==> config.mk <==
export PLATFORM = sky130hd
export DESIGN_NAME = sorted_list_table_unit
export DESIGN_NICKNAME = d
export VERILOG_FILES = /design/src/hdl/slt_pkg.sv /design/src/hdl/slt_datapath.sv /design/src/hdl/slt_ctrl.sv /design/src/hdl/sorted_list_table_unit.sv
export SDC_FILE = /design/constraint.sdc
export NUM_CORES = 1
export LEC_CHECK = 0
export BUFFER_PORTS_ARGS = -buffer_cell sky130_fd_sc_hd__buf_2
export CAP_MARGIN = 20
export CORE_MARGIN = 3
export CORE_UTILIZATION = 45
export DETAILED_ROUTE_END_ITERATION = 7
export MAX_ROUTING_LAYER = met4
export PLACE_DENSITY = 0.66
export SLEW_MARGIN = 10
export SYNTH_ARGS = -nofsm -noshare
export SYNTH_HDL_FRONTEND = slang
export SYNTH_SLANG_ARGS = --single-unit
==> constraint.sdc <==
create_clock -name clk -period 12.4 [get_ports clk]
set_clock_uncertainty 0.2 [all_clocks]
set_input_delay 3.1 -clock clk [delete_from_list [all_inputs] [get_ports clk]]
set_output_delay 3.1 -clock clk [all_outputs]
set_load 0.01 [all_outputs]
==> src/hdl/slt_pkg.sv <==
// ----------------------------------------------------------------------------
// slt_pkg
// Types, codes and constants shared by the sorted list table modules.
// ----------------------------------------------------------------------------
`default_nettype none

package slt_pkg;

  localparam int DEF_CAPACITY = 16;

  localparam int OP_W    = 2;
  localparam int VALUE_W = 32;
  localparam int POS_W   = 5;
  localparam int STAT_W  = 2;
  localparam int COUNT_W = 5;

  // operation codes
  localparam logic [OP_W-1:0] OP_INSERT  = 2'd0;
  localparam logic [OP_W-1:0] OP_DEL_POS = 2'd1;
  localparam logic [OP_W-1:0] OP_DEL_KEY = 2'd2;
  localparam logic [OP_W-1:0] OP_READ    = 2'd3;

  // result status codes
  localparam logic [STAT_W-1:0] ST_DONE    = 2'd0;
  localparam logic [STAT_W-1:0] ST_FULL    = 2'd1;
  localparam logic [STAT_W-1:0] ST_MISSING = 2'd2;

  // index register update
  localparam logic [2:0] IDX_HOLD  = 3'd0;
  localparam logic [2:0] IDX_COUNT = 3'd1;
  localparam logic [2:0] IDX_POS   = 3'd2;
  localparam logic [2:0] IDX_ZERO  = 3'd3;
  localparam logic [2:0] IDX_INC   = 3'd4;
  localparam logic [2:0] IDX_DEC   = 3'd5;

  // read address select, relative to the index
  localparam logic [1:0] RA_CUR  = 2'd0;
  localparam logic [1:0] RA_PREV = 2'd1;
  localparam logic [1:0] RA_NEXT = 2'd2;

  // write data select
  localparam logic WD_VAL = 1'b0;
  localparam logic WD_RD  = 1'b1;

  // count update
  localparam logic [1:0] CNT_HOLD = 2'd0;
  localparam logic [1:0] CNT_INC  = 2'd1;
  localparam logic [1:0] CNT_DEC  = 2'd2;

  typedef struct packed {
    logic [OP_W-1:0]           operation;
    logic signed [VALUE_W-1:0] value;
    logic [POS_W-1:0]          position;
  } in_item_t;

  typedef struct packed {
    logic [STAT_W-1:0]         status;
    logic signed [VALUE_W-1:0] read_value;
    logic [COUNT_W-1:0]        entry_count;
  } out_item_t;

  typedef struct packed {
    logic              load_item;
    logic [2:0]        idx_op;
    logic              rd_en;
    logic [1:0]        rd_sel;
    logic              wr_en;
    logic              wr_sel;
    logic [1:0]        cnt_op;
    logic              set_status;
    logic [STAT_W-1:0] status;
    logic              set_rdv;
    logic              load_out;
  } ctl_cmd_t;

  typedef struct packed {
    logic [OP_W-1:0] operation;
    logic            full;
    logic            pos_bad;
    logic            count_zero;
    logic            idx_is_one;
    logic            idx_last;
    logic            idx_end;
    logic            rd_lt_val;
    logic            rd_eq_val;
    logic            out_free;
  } dp_stat_t;

endpackage

`default_nettype wire

==> src/hdl/slt_datapath.sv <==
// ----------------------------------------------------------------------------
// slt_datapath
// Entry memory, index and count registers, compares and the result register.
// ----------------------------------------------------------------------------
`default_nettype none

module slt_datapath
  import slt_pkg::*;
#(
  parameter int CAPACITY = DEF_CAPACITY
) (
  input  wire logic      clk,
  input  wire logic      rst_n,
  input  wire in_item_t  in_data,
  input  wire ctl_cmd_t  cmd,
  output dp_stat_t       stat,
  output logic           out_valid,
  input  wire logic      out_ready,
  output out_item_t      out_data
);

  localparam int AW   = (CAPACITY > 1) ? $clog2(CAPACITY) : 1;
  localparam int CW   = $clog2(CAPACITY + 1);
  localparam int CMPW = (CW > POS_W) ? CW : POS_W;

  logic [VALUE_W-1:0] mem [CAPACITY];

  logic [OP_W-1:0]           op_r;
  logic signed [VALUE_W-1:0] val_r;
  logic [POS_W-1:0]          pos_r;
  logic [CW-1:0]             idx_r, idx_nxt;
  logic [CW-1:0]             count_r, count_nxt;
  logic signed [VALUE_W-1:0] rd_data_r;
  logic [STAT_W-1:0]         status_r;
  logic signed [VALUE_W-1:0] rdv_r;
  logic                      out_valid_r;
  out_item_t                 out_data_r;

  logic [CW-1:0]      idx_m1, idx_p1, pos_m1;
  logic [CW-1:0]      rd_idx;
  logic [VALUE_W-1:0] wr_data;

  assign idx_m1 = idx_r - CW'(1);
  assign idx_p1 = idx_r + CW'(1);
  assign pos_m1 = CW'(pos_r - POS_W'(1));

  always_comb begin
    case (cmd.rd_sel)
      RA_PREV: rd_idx = idx_m1;
      RA_NEXT: rd_idx = idx_p1;
      default: rd_idx = idx_r;
    endcase
  end

  assign wr_data = (cmd.wr_sel == WD_RD) ? rd_data_r : val_r;

  always_comb begin
    case (cmd.idx_op)
      IDX_COUNT: idx_nxt = count_r;
      IDX_POS:   idx_nxt = pos_m1;
      IDX_ZERO:  idx_nxt = '0;
      IDX_INC:   idx_nxt = idx_p1;
      IDX_DEC:   idx_nxt = idx_m1;
      default:   idx_nxt = idx_r;
    endcase
  end

  always_comb begin
    case (cmd.cnt_op)
      CNT_INC: count_nxt = count_r + CW'(1);
      CNT_DEC: count_nxt = count_r - CW'(1);
      default: count_nxt = count_r;
    endcase
  end

  // entry store: one write and one registered read port
  always_ff @(posedge clk) begin
    if (cmd.wr_en) begin
      mem[idx_r[AW-1:0]] <= wr_data;
    end
    if (cmd.rd_en) begin
      rd_data_r <= mem[rd_idx[AW-1:0]];
    end
  end

  always_ff @(posedge clk) begin
    if (cmd.load_item) begin
      op_r  <= in_data.operation;
      val_r <= in_data.value;
      pos_r <= in_data.position;
    end
    idx_r <= idx_nxt;
    if (cmd.load_item) begin
      status_r <= ST_DONE;
      rdv_r    <= '0;
    end else begin
      if (cmd.set_status) begin
        status_r <= cmd.status;
      end
      if (cmd.set_rdv) begin
        rdv_r <= rd_data_r;
      end
    end
    if (cmd.load_out) begin
      out_data_r.status      <= status_r;
      out_data_r.read_value  <= rdv_r;
      out_data_r.entry_count <= COUNT_W'(count_r);
    end
  end

  always_ff @(posedge clk) begin
    if (!rst_n) begin
      count_r     <= '0;
      out_valid_r <= 1'b0;
    end else begin
      count_r <= count_nxt;
      if (cmd.load_out) begin
        out_valid_r <= 1'b1;
      end else if (out_ready) begin
        out_valid_r <= 1'b0;
      end
    end
  end

  always_comb begin
    stat.operation  = op_r;
    stat.full       = (count_r == CW'(CAPACITY));
    stat.pos_bad    = (pos_r == '0) || (CMPW'(pos_r) > CMPW'(count_r));
    stat.count_zero = (count_r == '0);
    stat.idx_is_one = (idx_r == CW'(1));
    stat.idx_last   = (idx_p1 >= count_r);
    stat.idx_end    = (idx_r >= count_r);
    stat.rd_lt_val  = (rd_data_r < val_r);
    stat.rd_eq_val  = (rd_data_r == val_r);
    stat.out_free   = !out_valid_r || out_ready;
  end

  assign out_valid = out_valid_r;
  assign out_data  = out_data_r;

endmodule

`default_nettype wire

==> src/hdl/slt_ctrl.sv <==
// ----------------------------------------------------------------------------
// slt_ctrl
// Sequencer for search, shift and result hand-off of one operation.
// ----------------------------------------------------------------------------
`default_nettype none

module slt_ctrl
  import slt_pkg::*;
(
  input  wire logic     clk,
  input  wire logic     rst_n,
  input  wire logic     in_valid,
  output logic          in_ready,
  input  wire dp_stat_t stat,
  output ctl_cmd_t      cmd
);

  localparam logic [3:0] S_IDLE    = 4'd0;
  localparam logic [3:0] S_DECODE  = 4'd1;
  localparam logic [3:0] S_INS_RD  = 4'd2;
  localparam logic [3:0] S_INS_EV  = 4'd3;
  localparam logic [3:0] S_INS_PUT = 4'd4;
  localparam logic [3:0] S_DEL     = 4'd5;
  localparam logic [3:0] S_DEL_RD  = 4'd6;
  localparam logic [3:0] S_DEL_EV  = 4'd7;
  localparam logic [3:0] S_KEY     = 4'd8;
  localparam logic [3:0] S_KEY_RD  = 4'd9;
  localparam logic [3:0] S_KEY_EV  = 4'd10;
  localparam logic [3:0] S_GET_RD  = 4'd11;
  localparam logic [3:0] S_GET_EV  = 4'd12;
  localparam logic [3:0] S_DONE    = 4'd13;

  logic [3:0] state_r, state_nxt;

  assign in_ready = (state_r == S_IDLE);

  always_comb begin
    cmd       = '0;
    state_nxt = state_r;
    case (state_r)
      S_IDLE: begin
        if (in_valid) begin
          cmd.load_item = 1'b1;
          state_nxt     = S_DECODE;
        end
      end
      S_DECODE: begin
        case (stat.operation)
          OP_INSERT: begin
            if (stat.full) begin
              cmd.set_status = 1'b1;
              cmd.status     = ST_FULL;
              state_nxt      = S_DONE;
            end else begin
              cmd.idx_op = IDX_COUNT;
              state_nxt  = stat.count_zero ? S_INS_PUT : S_INS_RD;
            end
          end
          OP_DEL_KEY: begin
            cmd.idx_op = IDX_ZERO;
            state_nxt  = S_KEY;
          end
          default: begin
            if (stat.pos_bad) begin
              cmd.set_status = 1'b1;
              cmd.status     = ST_MISSING;
              state_nxt      = S_DONE;
            end else begin
              cmd.idx_op = IDX_POS;
              state_nxt  = (stat.operation == OP_READ) ? S_GET_RD : S_DEL;
            end
          end
        endcase
      end
      S_INS_RD: begin
        cmd.rd_en  = 1'b1;
        cmd.rd_sel = RA_PREV;
        state_nxt  = S_INS_EV;
      end
      S_INS_EV: begin
        cmd.wr_en = 1'b1;
        if (stat.rd_lt_val) begin
          cmd.wr_sel = WD_VAL;
          cmd.cnt_op = CNT_INC;
          state_nxt  = S_DONE;
        end else begin
          cmd.wr_sel = WD_RD;
          cmd.idx_op = IDX_DEC;
          state_nxt  = stat.idx_is_one ? S_INS_PUT : S_INS_RD;
        end
      end
      S_INS_PUT: begin
        cmd.wr_en  = 1'b1;
        cmd.wr_sel = WD_VAL;
        cmd.cnt_op = CNT_INC;
        state_nxt  = S_DONE;
      end
      S_DEL: begin
        if (stat.idx_last) begin
          cmd.cnt_op = CNT_DEC;
          state_nxt  = S_DONE;
        end else begin
          state_nxt = S_DEL_RD;
        end
      end
      S_DEL_RD: begin
        cmd.rd_en  = 1'b1;
        cmd.rd_sel = RA_NEXT;
        state_nxt  = S_DEL_EV;
      end
      S_DEL_EV: begin
        cmd.wr_en  = 1'b1;
        cmd.wr_sel = WD_RD;
        cmd.idx_op = IDX_INC;
        state_nxt  = S_DEL;
      end
      S_KEY: begin
        if (stat.idx_end) begin
          cmd.set_status = 1'b1;
          cmd.status     = ST_MISSING;
          state_nxt      = S_DONE;
        end else begin
          state_nxt = S_KEY_RD;
        end
      end
      S_KEY_RD: begin
        cmd.rd_en  = 1'b1;
        cmd.rd_sel = RA_CUR;
        state_nxt  = S_KEY_EV;
      end
      S_KEY_EV: begin
        if (stat.rd_eq_val) begin
          state_nxt = S_DEL;
        end else begin
          cmd.idx_op = IDX_INC;
          state_nxt  = S_KEY;
        end
      end
      S_GET_RD: begin
        cmd.rd_en  = 1'b1;
        cmd.rd_sel = RA_CUR;
        state_nxt  = S_GET_EV;
      end
      S_GET_EV: begin
        cmd.set_rdv = 1'b1;
        state_nxt   = S_DONE;
      end
      S_DONE: begin
        if (stat.out_free) begin
          cmd.load_out = 1'b1;
          state_nxt    = S_IDLE;
        end
      end
      default: begin
        state_nxt = S_IDLE;
      end
    endcase
  end

  always_ff @(posedge clk) begin
    if (!rst_n) begin
      state_r <= S_IDLE;
    end else begin
      state_r <= state_nxt;
    end
  end

endmodule

`default_nettype wire

==> src/hdl/sorted_list_table_unit.sv <==
// ----------------------------------------------------------------------------
// sorted_list_table_unit
// Ascending table of signed 32-bit values with insert, delete and read.
// ----------------------------------------------------------------------------
// Usage:
//   in_*  : valid/ready channel, one operation per transfer (insert sorted,
//           delete at 1-based position, delete first equal key, read at
//           position). out_* : valid/ready channel, one result per operation
//           carrying status, read value (zero unless a read succeeded) and
//           the entry count after the operation.
//   Timing: one item at a time, through a single registered read port; a new
//           item is taken only once the sequencer is back in idle. Insert
//           shifts every entry not less than the value up from the end, one
//           at a time; delete at pos shifts the later entries down; delete
//           by key scans from the front, then shifts as delete at pos; read
//           is one read. A full insert or a bad position is rejected at once.
//   Stall:  results sit in an output register; a new item is taken while an
//           earlier result waits, and the sequencer holds a finished result
//           until that register frees up.
//   Reset:  rst_n (synchronous, active low) empties the list and drops any
//           pending result. Entry storage itself is not cleared; only
//           entries below the count are ever read.
// ----------------------------------------------------------------------------
`default_nettype none

module sorted_list_table_unit
  import slt_pkg::*;
#(
  parameter int CAPACITY = DEF_CAPACITY
) (
  input  wire logic      clk,
  input  wire logic      rst_n,
  input  wire logic      in_valid,
  output logic           in_ready,
  input  wire in_item_t  in_data,
  output logic           out_valid,
  input  wire logic      out_ready,
  output out_item_t      out_data
);

  // command and status between sequencer and datapath
  ctl_cmd_t cmd;
  dp_stat_t stat;

  slt_ctrl u_ctrl (
    .clk      (clk),
    .rst_n    (rst_n),
    .in_valid (in_valid),
    .in_ready (in_ready),
    .stat     (stat),
    .cmd      (cmd)
  );

  slt_datapath #(
    .CAPACITY (CAPACITY)
  ) u_datapath (
    .clk       (clk),
    .rst_n     (rst_n),
    .in_data   (in_data),
    .cmd       (cmd),
    .stat      (stat),
    .out_valid (out_valid),
    .out_ready (out_ready),
    .out_data  (out_data)
  );

endmodule

`default_nettype wire

==> results.py <==
metrics = {
    "status": {
        "run_status": "finished, final reports clean",
    },
    "placement": {
        "port_buffers": 83,
        "gp_weighted_congestion": 0.871,
        "place_worst_setup_slack_ns": 6.80,
        "place.detailed.hpwl_um": 30900,
    },
    "clock_tree": {
        "hold_buffers": 0,
        "cts_post_setup_buffers_inserted": 0,
        "total_number_of_h_tree_levels": 3,
        "worst_setup_hold_path_clk_slew_ns": 0.06,
        "clock_latency_ns": 0.61,
        "clock_sink_count": 671,
        "max-clock-path-buffers": 3,
        "numCtsBuffers": 68,
        "tritoncts": "yes",
        "clock_tree.root_cell": "clkbuf_16",
        "post_cts_resize_count": 0,
    },
    "pwr": {
        "combinationalPowerShare_pct": 26.6,
        "power_density_nw_per_um2": 224,
        "worst_ir_drop_vdd_v": 0.000125,
        "p_switching_w": 0.00205,
        "clock_power_share_pct": 30.3,
        "report.power.total_w": 0.00693,
        "static_leakage_power_nw": 10.2,
        "switching_share_pct": 29.7,
        "cell_internal_pwr_w": 0.00487,
        "seqPwrFrac_pct": 43.1,
    },
    "timing": {
        "maxClockFrequency_ghz": 0.180,
        "timing.final.ws_setup_ns": 6.85,
        "slew_violations": 0,
        "period_share_pct": 44.8,
        "setup_viol_count_final": 0,
        "fin_tns_setup_ns": 0,
        "timing.final.hold_violations": 0,
        "worst_slew_margin_pct": 30.0,
        "period_needed_ns": 5.55,
        "grt_setup_unrepaired": "no",
        "worst_pin_slew_ns": 1.05,
    },
    "synthesis": {
        "synth.yosys.seq_area_share_pct": 72.6,
        "post_synthesis_cell_type_count": 59,
        "synth_seq_cells": 671,
        "netlist.top_cell.by_area": "edfxtp_1",
        "dominant_combinational_cell_family_by_area_after_synthesis": "multiplexers",
        "synth_mux_area_share_pct": 13.3,
        "synth_cells": 1503,
        "synth.most_common_cell": "edfxtp_1",
        "synth_ff_type": "edfxtp_1",
        "synth.area.top_cells": "edfxtp_1, mux4_2, dfxtp_1",
        "synth-compound-area-share_pct": 4.63,
        "netlist.area_leader.share_pct": 69.4,
        "synth.cell_area_um2": 27100,
        "synth.yosys.warnings": 0,
        "synthArstFlopShare_pct": 0,
        "yosys-top-cells-count": "edfxtp_1, mux4_2, nand2_1",
        "syn_avg_cell_area_um2": 18.1,
        "synth_enable_flop_cells": 627,
        "synth_simple_gate_area_share_pct": 4.29,
        "mappedNetlistNets": 1604,
        "synth_xor_xnor_area_share_pct": 0.420,
        "synthAdderAreaFrac_pct": 2.67,
    },
    "global_route": {
        "gr-total-overflow": 0,
        "first_global_vias": 14276,
        "grt_pass1_wl_um": 89500,
        "antenna_violations_before_repair": 0,
        "grt.total_usage_pct": 19.6,
        "grt_max_degree": 129,
    },
    "routing": {
        "count_of_tritonroute_iterations_in_the_first_routing_pass": 5,
        "drt.antenna.violating_nets": 0,
        "vias_per_cell": 5.73,
        "totalWireLength_um": 59600,
        "drc": 0,
        "detailroute.via_count": 13970,
        "dr.first_iter.drc_count": 1361,
        "drt-wirelength-per-cell_um": 24.4,
    },
    "worst_setup_path": {
        "crit_type": "reg2out",
        "worst_ep_arrival_time_ns": 2.25,
        "start_kind": "register",
        "cp_max_fo": 14,
        "crit_required_ns": 9.10,
        "worst_setup_path_end_kind": "primary output",
    },
    "die": {
        "floorplan.die.height_um": 252,
        "initial_utilization_pct": 45.7,
        "placeableCoreArea_um2": 59400,
        "num_io_pins": 84,
        "fp.dieArea_um2": 63300,
        "die_width_um": 252,
        "num_rows": 89,
    },
    "finish": {
        "area_delta_synth_final_pct": 13.7,
        "final_layout_size_suffix_gt1_share_pct": 24.2,
        "antenna-diode-count": 0,
        "net_count_reported_at_finish": 1715,
    },
    "run": {
        "maxCapViolCount": 0,
    },
    "hold_path": {
        "worst_hold_path_type": "reg2reg",
    },
}
-- worst paths after layout --
path | startpoint | endpoint | slack, ns | cells past startpoint
hold / removal | u_datapath.rdv_r[29] | u_datapath.out_data[34] | 0.22 | 0
hold reg to reg | u_datapath.rdv_r[29] | u_datapath.out_data[34] | 0.22 | 0
setup reg to reg | u_ctrl.state_r[3] | u_datapath.rd_data_r[22] | 6.87 | 11
setup / recovery | u_ctrl.state_r[3] | in_ready | 6.85 | 4
-- per-stage QoR --
step | hold slack (ns) | instance area [um2] | instances | util [%]
2_1_floorplan | 0.206 | 27100 | 1503 | -
6_report | 0.223 | 30900 | 2439 | 52.0
3_5_place_dp | 0.215 | 28600 | 2317 | 48.1
4_1_cts | 0.225 | 30900 | 2439 | 52.0
5_1_grt | 0.230 | 30900 | 2439 | 52.0
3_3_place_gp | 0.213 | 28600 | 2317 | 48.1
-- cells in the final DEF (no fill, tap or decap), types with 5 or more instances in the layout --
cell type	netlist	routed
ha_1	58	58
xor2_1	8	8
mux2_2	32	32
buf_2	15	83
nand2b_1	8	8
bufinv_16	0	10
buf_4	11	27
edfxtp_1	627	627
xnor2_1	5	5
clkinv_2	0	11
nor2_4	0	13
nand3_1	14	13
a21o_1	8	8
nor2b_1	37	37
o211ai_1	6	6
o21ai_0	17	15
nor3_1	18	14
clkbuf_1	39	12
nand2_1	100	100
inv_1	49	49
dfxtp_1	44	44
clkbuf_16	0	68
mux2i_1	36	36
a211oi_1	37	37
a21oi_1	97	95
mux4_2	128	128
nand4_1	9	9
nor2_1	36	23
clkinv_1	1	10
-- power by group through the flow --
stage                     combinational (W)  clock (W)  sequential (W)
after global routing                0.00203    0.00224         0.00300
final                               0.00184    0.00210         0.00298
after floorplan                     0.00145          0         0.00296
after detailed placement            0.00186          0         0.00303
after global placement              0.00182          0         0.00302
after CTS                           0.00187    0.00214         0.00298
-- routing by layer --
metal	vias to the layer above	GRT usage (%)	wire, um
li1	6195	-	-
met4	0	5.62	1170
met1	7233	26.1	25200
met5	-	-	0
met2	449	32.0	29700
met3	93	2.71	3540
-- flip-flops by register name, indices dropped and copies added (netlist names) --
| register | flops |
|---|---|
| u_datapath.mem | 512 |
| u_datapath.out_data | 39 |
| u_datapath.rd_data_r | 32 |
| u_datapath.rdv_r | 32 |
| u_datapath.val_r | 32 |
| u_datapath.count_r | 5 |
| u_datapath.idx_r | 5 |
| u_datapath.pos_r | 5 |
| u_ctrl.state_r | 4 |
| u_datapath.op_r | 2 |
| u_datapath.status_r | 2 |
| u_datapath.out_valid | 1 |
-- cell families after synthesis --
group,after synthesis
AOI/OAI and AO/OA,202
buffers and inverters,120
adders and majority gates,58
DFF,671
and+or+nand+nor,242
muxes,197
xor gates and xnor gates,13
-- layout make-up --
cell class              instances  area, um2
fillers                      4670      28500
flip-flops and latches        671      19700
multi-input cells             712       7060
clock buffers                  82       1770
well taps                     773        967
repair buffers                111        638
clock inverters                40        518
inverters                      50        188
-- worst max-delay path: stages, from the launching register on --
cell	delay, ns
dfxtp_1	0.69
clkinv_1	0.41
nand2_1	0.29
nor3_1	0.10
buf_2	0.17
Power figures use the tool's default switching activity.
